==> src/rtl/core/spq_pkg.sv <==
`timescale 1ns / 1ps
// ----------------------------------------------------------------------------
// spq_pkg: shared types and codes for the sorted priority queue
// Entry and control types, operation and status codes, default depth.
// ----------------------------------------------------------------------------
package spq_pkg;

  // default number of entries
  localparam int DEPTH_DEF = 16;
  // width of value and priority fields
  localparam int DW        = 32;

  // operation codes
  localparam logic OP_ENQ = 1'b0;
  localparam logic OP_DEQ = 1'b1;

  // result status codes
  localparam logic [1:0] ST_DONE  = 2'd0;
  localparam logic [1:0] ST_EMPTY = 2'd1;
  localparam logic [1:0] ST_FULL  = 2'd2;

  // one stored entry
  typedef struct packed {
    logic                 vld;
    logic signed [DW-1:0] val;
    logic signed [DW-1:0] pri;
  } entry_t;

  // per-cycle shift command broadcast to every cell
  typedef struct packed {
    logic enq;
    logic deq;
  } ctl_t;

endpackage

==> src/rtl/core/spq_cell.sv <==
`timescale 1ns / 1ps
// ----------------------------------------------------------------------------
// spq_cell: one slot of the sorted shift chain
// Holds one entry; on insert it keeps, loads the new entry or takes its left
// neighbor; on removal it takes its right neighbor.
// ----------------------------------------------------------------------------
module spq_cell (
  input  logic                          clk,
  input  logic                          rst_n,
  input  spq_pkg::ctl_t                 ctl,
  input  logic signed [spq_pkg::DW-1:0] new_val,
  input  logic signed [spq_pkg::DW-1:0] new_pri,
  input  spq_pkg::entry_t               left_ent,
  input  logic                          left_keep,
  input  spq_pkg::entry_t               right_ent,
  output spq_pkg::entry_t               ent,
  output logic                          keep
);
  import spq_pkg::*;

  entry_t ent_r;
  entry_t ent_nxt;

  // stay in place when the stored entry is served no later than the new one
  assign keep = ent_r.vld && (ent_r.pri <= new_pri);

  // next entry selection
  always_comb begin
    ent_nxt = ent_r;
    if (ctl.enq) begin
      if (keep) begin
        ent_nxt = ent_r;
      end else if (left_keep) begin
        ent_nxt.vld = 1'b1;
        ent_nxt.val = new_val;
        ent_nxt.pri = new_pri;
      end else begin
        ent_nxt = left_ent;
      end
    end else if (ctl.deq) begin
      ent_nxt = right_ent;
    end
  end

  // valid bit is reset, payload is not
  always_ff @(posedge clk) begin
    if (!rst_n) begin
      ent_r.vld <= 1'b0;
    end else begin
      ent_r.vld <= ent_nxt.vld;
    end
    ent_r.val <= ent_nxt.val;
    ent_r.pri <= ent_nxt.pri;
  end

  assign ent = ent_r;

endmodule

==> src/rtl/core/sorted_priority_queue.sv <==
`timescale 1ns / 1ps
// ----------------------------------------------------------------------------
// sorted_priority_queue: priority queue held as a sorted shift chain
// Enqueue places an entry behind all entries of equal or smaller priority
// number; dequeue returns the front entry. One result per item.
// ----------------------------------------------------------------------------
// Usage:
//   Input channel in_valid/in_ready carries in_operation (enqueue or dequeue),
//   in_item_value and in_item_priority. Every accepted item yields exactly one
//   result on out_valid/out_ready: the dequeued entry (or zeros), a status
//   code (done, dequeue on empty, enqueue dropped when full), the entry count
//   after the item and an empty flag.
//   An accepted item's result appears in the output register in the next cycle.
//   Throughput is one item per cycle while the receiver keeps up: all DEPTH
//   cells compare against the new priority and shift in parallel, so the rate
//   is set by one 32-bit signed compare plus a four-way select per cell.
//   The output register accepts a new item in the same cycle its result is
//   taken; while the receiver stalls, in_ready stays low and the queue holds.
//   Reset clears the entry count, all cell valid bits and the output valid;
//   the queue is empty and ready in the first cycle after reset.
// ----------------------------------------------------------------------------
module sorted_priority_queue #(
  parameter int DEPTH = spq_pkg::DEPTH_DEF
) (
  input  logic                          clk,
  input  logic                          rst_n,
  input  logic                          in_valid,
  output logic                          in_ready,
  input  logic                          in_operation,
  input  logic signed [spq_pkg::DW-1:0] in_item_value,
  input  logic signed [spq_pkg::DW-1:0] in_item_priority,
  output logic                          out_valid,
  input  logic                          out_ready,
  output logic                          out_out_valid,
  output logic signed [spq_pkg::DW-1:0] out_out_value,
  output logic signed [spq_pkg::DW-1:0] out_out_priority,
  output logic [1:0]                    out_status,
  output logic [4:0]                    out_entry_count,
  output logic                          out_queue_empty
);
  import spq_pkg::*;

  localparam int CW = $clog2(DEPTH + 1);

  entry_t             cells [DEPTH];
  logic [DEPTH-1:0]   keeps;
  ctl_t               ctl;
  logic               acc;
  logic               full;
  logic               empty;
  logic [CW-1:0]      cnt_r;
  logic [CW-1:0]      cnt_nxt;
  logic [CW+4:0]      cnt_ext;

  logic               out_valid_r;
  logic               res_valid_r;
  logic [DW-1:0]      res_value_r;
  logic [DW-1:0]      res_prio_r;
  logic [1:0]         res_status_r;
  logic [4:0]         res_count_r;
  logic               res_empty_r;

  // handshake and shift commands
  assign in_ready = !out_valid_r || out_ready;
  assign acc      = in_valid && in_ready;
  assign full     = (cnt_r == CW'(DEPTH));
  assign empty    = (cnt_r == '0);
  assign ctl.enq  = acc && (in_operation == OP_ENQ) && !full;
  assign ctl.deq  = acc && (in_operation == OP_DEQ) && !empty;

  // cell chain, front at index 0
  for (genvar i = 0; i < DEPTH; i++) begin : g_cell
    entry_t left_ent;
    entry_t right_ent;
    logic   left_keep;

    if (i == 0) begin : g_first
      assign left_ent  = '0;
      assign left_keep = 1'b1;
    end else begin : g_mid
      assign left_ent  = cells[i-1];
      assign left_keep = keeps[i-1];
    end

    if (i == DEPTH - 1) begin : g_last
      assign right_ent = '0;
    end else begin : g_inner
      assign right_ent = cells[i+1];
    end

    spq_cell u_cell (
      .clk       (clk),
      .rst_n     (rst_n),
      .ctl       (ctl),
      .new_val   (in_item_value),
      .new_pri   (in_item_priority),
      .left_ent  (left_ent),
      .left_keep (left_keep),
      .right_ent (right_ent),
      .ent       (cells[i]),
      .keep      (keeps[i])
    );
  end

  // entry count
  always_comb begin
    cnt_nxt = cnt_r;
    if (ctl.enq) begin
      cnt_nxt = cnt_r + 1'b1;
    end else if (ctl.deq) begin
      cnt_nxt = cnt_r - 1'b1;
    end
  end

  assign cnt_ext = {5'b0, cnt_nxt};

  always_ff @(posedge clk) begin
    if (!rst_n) begin
      cnt_r <= '0;
    end else begin
      cnt_r <= cnt_nxt;
    end
  end

  // output register
  always_ff @(posedge clk) begin
    if (!rst_n) begin
      out_valid_r <= 1'b0;
    end else if (in_ready) begin
      out_valid_r <= acc;
    end
    if (acc) begin
      res_valid_r  <= ctl.deq;
      res_value_r  <= ctl.deq ? cells[0].val : '0;
      res_prio_r   <= ctl.deq ? cells[0].pri : '0;
      res_count_r  <= cnt_ext[4:0];
      res_empty_r  <= (cnt_nxt == '0);
      if (in_operation == OP_ENQ) begin
        res_status_r <= full ? ST_FULL : ST_DONE;
      end else begin
        res_status_r <= empty ? ST_EMPTY : ST_DONE;
      end
    end
  end

  assign out_valid        = out_valid_r;
  assign out_out_valid    = res_valid_r;
  assign out_out_value    = res_value_r;
  assign out_out_priority = res_prio_r;
  assign out_status       = res_status_r;
  assign out_entry_count  = res_count_r;
  assign out_queue_empty  = res_empty_r;

  // front cell is occupied exactly when the count is nonzero
  a_front_vld : assert property (@(posedge clk) disable iff (!rst_n)
    cells[0].vld == (cnt_r != '0))
    else $error("front cell valid disagrees with count");

  // last cell is occupied exactly when the queue is full
  a_back_vld : assert property (@(posedge clk) disable iff (!rst_n)
    cells[DEPTH-1].vld == full)
    else $error("last cell valid disagrees with full");

  // first two cells stay in priority order
  a_sorted : assert property (@(posedge clk) disable iff (!rst_n)
    (cells[0].vld && cells[1].vld) |-> (cells[0].pri <= cells[1].pri))
    else $error("front cells out of order");

  // a dequeue returns the front entry
  a_deq_front : assert property (@(posedge clk) disable iff (!rst_n)
    ctl.deq |=> (out_valid && out_out_valid &&
                 out_out_value == $past(cells[0].val) &&
                 out_out_priority == $past(cells[0].pri)))
    else $error("dequeue did not return front entry");

  // an enqueue into a full queue is dropped
  a_full_drop : assert property (@(posedge clk) disable iff (!rst_n)
    (acc && (in_operation == OP_ENQ) && full) |=>
      (out_status == ST_FULL && $stable(cnt_r)))
    else $error("enqueue into full queue not dropped");

endmodule
==> config.mk <==
export PLATFORM = sky130hd
export DESIGN_NAME = sorted_priority_queue
export DESIGN_NICKNAME = d
export VERILOG_FILES = /design/src/rtl/core/spq_pkg.sv /design/src/rtl/core/spq_cell.sv /design/src/rtl/core/sorted_priority_queue.sv
export SDC_FILE = /design/constraint.sdc
export NUM_CORES = 2
export LEC_CHECK = 0
export BUFFER_PORTS_ARGS = -buffer_cell sky130_fd_sc_hd__buf_2
export CORE_MARGIN = 1.5
export CORE_UTILIZATION = 35
export CTS_BUF_LIST = sky130_fd_sc_hd__clkbuf_2 sky130_fd_sc_hd__clkbuf_4 sky130_fd_sc_hd__clkbuf_8
export DETAILED_ROUTE_END_ITERATION = 8
export GPL_ROUTABILITY_DRIVEN = 0
export GPL_TIMING_DRIVEN = 0
export HOLD_SLACK_MARGIN = 0.1
export PLACE_DENSITY = 0.55
export SLEW_MARGIN = 20
export SYNTH_ARGS = -nofsm -noshare
export SYNTH_HDL_FRONTEND = slang
export SYNTH_HIERARCHICAL = 1
export SYNTH_SLANG_ARGS = --single-unit
==> constraint.sdc <==
create_clock -name clk -period 11.5 [get_ports clk]
set_input_delay 3.45 -clock clk [delete_from_list [all_inputs] [get_ports clk]]
set_output_delay 3.45 -clock clk [all_outputs]
set_load 0.01 [all_outputs]
==> results.json <==
{
  "worstReg2RegStart": "g_cell[14].u_cell/ent[27]",
  "cts_max_level": 4,
  "first_pass_iters": 5,
  "drtIter0Drc": 3074,
  "drive_gt1_share_pct": 9.385,
  "die_area_sq_um": 201700,
  "grt_max_degree": 65,
  "post_drt_wl_per_cell_microns": 19.02,
  "clk_pin_slew_ns": 0.05,
  "worst_pin_slew_ns": 0.9417,
  "rows": 163,
  "cp_max_fo": 4,
  "drc": 0,
  "period_minus_slack_ns": 7.327,
  "fin_tns_setup_ns": 0,
  "num_vias": 49510,
  "synthCells": 6671,
  "min_from": "g_cell[0].u_cell/ent[46]",
  "cts.path.max_buffers": 3,
  "cts_hold_buffers": 0,
  "die_h_microns": 449.2,
  "r2r_end": "g_cell[15].u_cell/ent[49]",
  "period_share_pct": 63.71,
  "initial_utilization_pct": 35.25,
  "track_usage_pct": 18.37,
  "critical_path_class": "input port to output port",
  "cp-end-kind": "output port",
  "post_cts_resized": 0,
  "antenna_found_initial": 11,
  "numClockSinks": 1119,
  "hold_class": "register to register",
  "cp.arrival_ns": 3.88,
  "yosysWarningCount": 6,
  "critPathLaunchType": "input port",
  "dp_hpwl_microns": 154000,
  "clockRootBuffer": "clkbuf_8",
  "min_to": "out_out_value[14]",
  "status": "completed",
  "routed_wl_microns": 189500,
  "holdPathStages": 1,
  "io_pins": 144,
  "fp.coreArea_sq_um": 197600,
  "fin_cells": 9963,
  "area_delta_synth_final_pct": 12.58,
  "clock_latency_ns": 0.93,
  "drv_slew": 0,
  "cts_tree": "done",
  "power_density_nw_per_um2": 139.8,
  "worst_slack_ns": 4.173,
  "whs_ns": 0.5599,
  "worst-r2r-cell-count": 9,
  "final_core_util_pct": 39.69,
  "setup_viol": 0,
  "finClkSkew_ns": 0.04914,
  "dp_slack_ns": 3.795,
  "rsz0062_at_grt": "no",
  "fin_nets": 7738,
  "first_global_vias": 50460,
  "worst-r2r-setup-slack_ns": 7.54,
  "maxCapViolations": 0,
  "ir_drop_mv": 0.1070,
  "avgSynthCellArea_sq_um": 10.44,
  "synth_area_sq_um": 69670,
  "placedCellCount": 9587,
  "ant_nets": 0,
  "port-buffer-count": 143,
  "postCtsSetupRepairBufs": 0,
  "relSlewSlack_pct": 37.22,
  "fillers": 19710,
  "crit_required_ns": 8.05,
  "via_per_inst": 4.969,
  "grt-ovfl-total": 0,
  "timing.fmax_ghz": 0.1365,
  "final-hold-violation-count": 0,
  "leakage_uw": 0.02977,
  "fp.dieW_microns": 449.2,
  "grt_pass1_wl_microns": 294300,
  "numCtsBuffers": 206
}
[worst max-delay path by stage]
| stage | from | end | slack (ns) | cells after the start |
|---|---|---|---|---|
| after floorplan | out_ready | in_ready | 4.41 | 1 |
| after detailed placement | in_item_priority[27] | g_cell[15].u_cell/ent[52] | 3.79 | 11 |
| final | out_ready | in_ready | 4.17 | 3 |
| after global routing | out_ready | in_ready | 4.13 | 3 |
| after global placement | out_ready | g_cell[15].u_cell/ent[48] | 2.61 | 7 |
| after CTS | out_ready | in_ready | 4.17 | 3 |
[through the flow]
step                power [uW]  cell area, sq um
floorplan                 6576             70160
global placement          7170             74180
detailed placement        7246             74390
CTS                      11090             78430
global route             11540             78430
finish                   10960             78430
[placed cells by master, fill, tap and decap left out, types with 33 or more instances in the layout]
master and count:
and2_1 69, mux2i_1 1024, a21oi_1 1233, inv_1 531, conb_1 132, buf_2 145, clkbuf_8 227, nand2_1 148
nor3_1 48, nand4_1 80, clkbuf_4 86, buf_4 35, nand3_1 66, buf_1 64, nor2_1 1043, o21ai_0 66
clkbuf_1 208, nor2b_1 33, ha_1 514, clkinv_1 50, edfxtp_1 1097
[layer usage]
layer	GRT usage (%)	vias to the layer above	routed length, microns
li1	-	25100	-
met1	25.14	22940	89520
met2	29.76	1143	85830
met3	2.456	319	8189
met4	6.361	12	5875
met5	0	-	74
[area by class of cell]
class | instances | area (sq um) | area share (%)
flip-flops and latches | 1119 | 33380 | 42.56
multi-input cells | 4788 | 32950 | 42.00
clock buffers | 297 | 3550 | 4.526
well taps | 2640 | 3303 | 4.211
inverters | 532 | 1999 | 2.549
plain buffers | 362 | 1998 | 2.548
repair buffers | 146 | 758.2 | 0.9667
clock inverters | 76 | 489.2 | 0.6237
diodes | 3 | 7.507 | 0.009572
[flip-flops by register name, indices dropped and copies added (netlist names)]
| signal | count |
|---|---|
| out_out_priority | 32 |
| g_cell.u_cell/ent | 1040 |
| out_out_valid | 1 |
| out_out_value | 32 |
| out_status | 2 |
| out_entry_count | 5 |
| out_valid | 1 |
| out_queue_empty | 1 |
| cnt_r | 5 |
[report_power, final]
part / switching, uW / total [uW] / internal (uW)
logic: 1170 / 1880 / 711
registers: 286 / 5290 / 5000
clock network: 1760 / 3790 / 2030
total: 3220 / 11000 / 7750
[critical path, cell delays in order]
cell	delay, ns
buf_2	0.09
nand2b_1	0.18
buf_2	0.16
No activity file was read; power rests on OpenSTA's default activity.
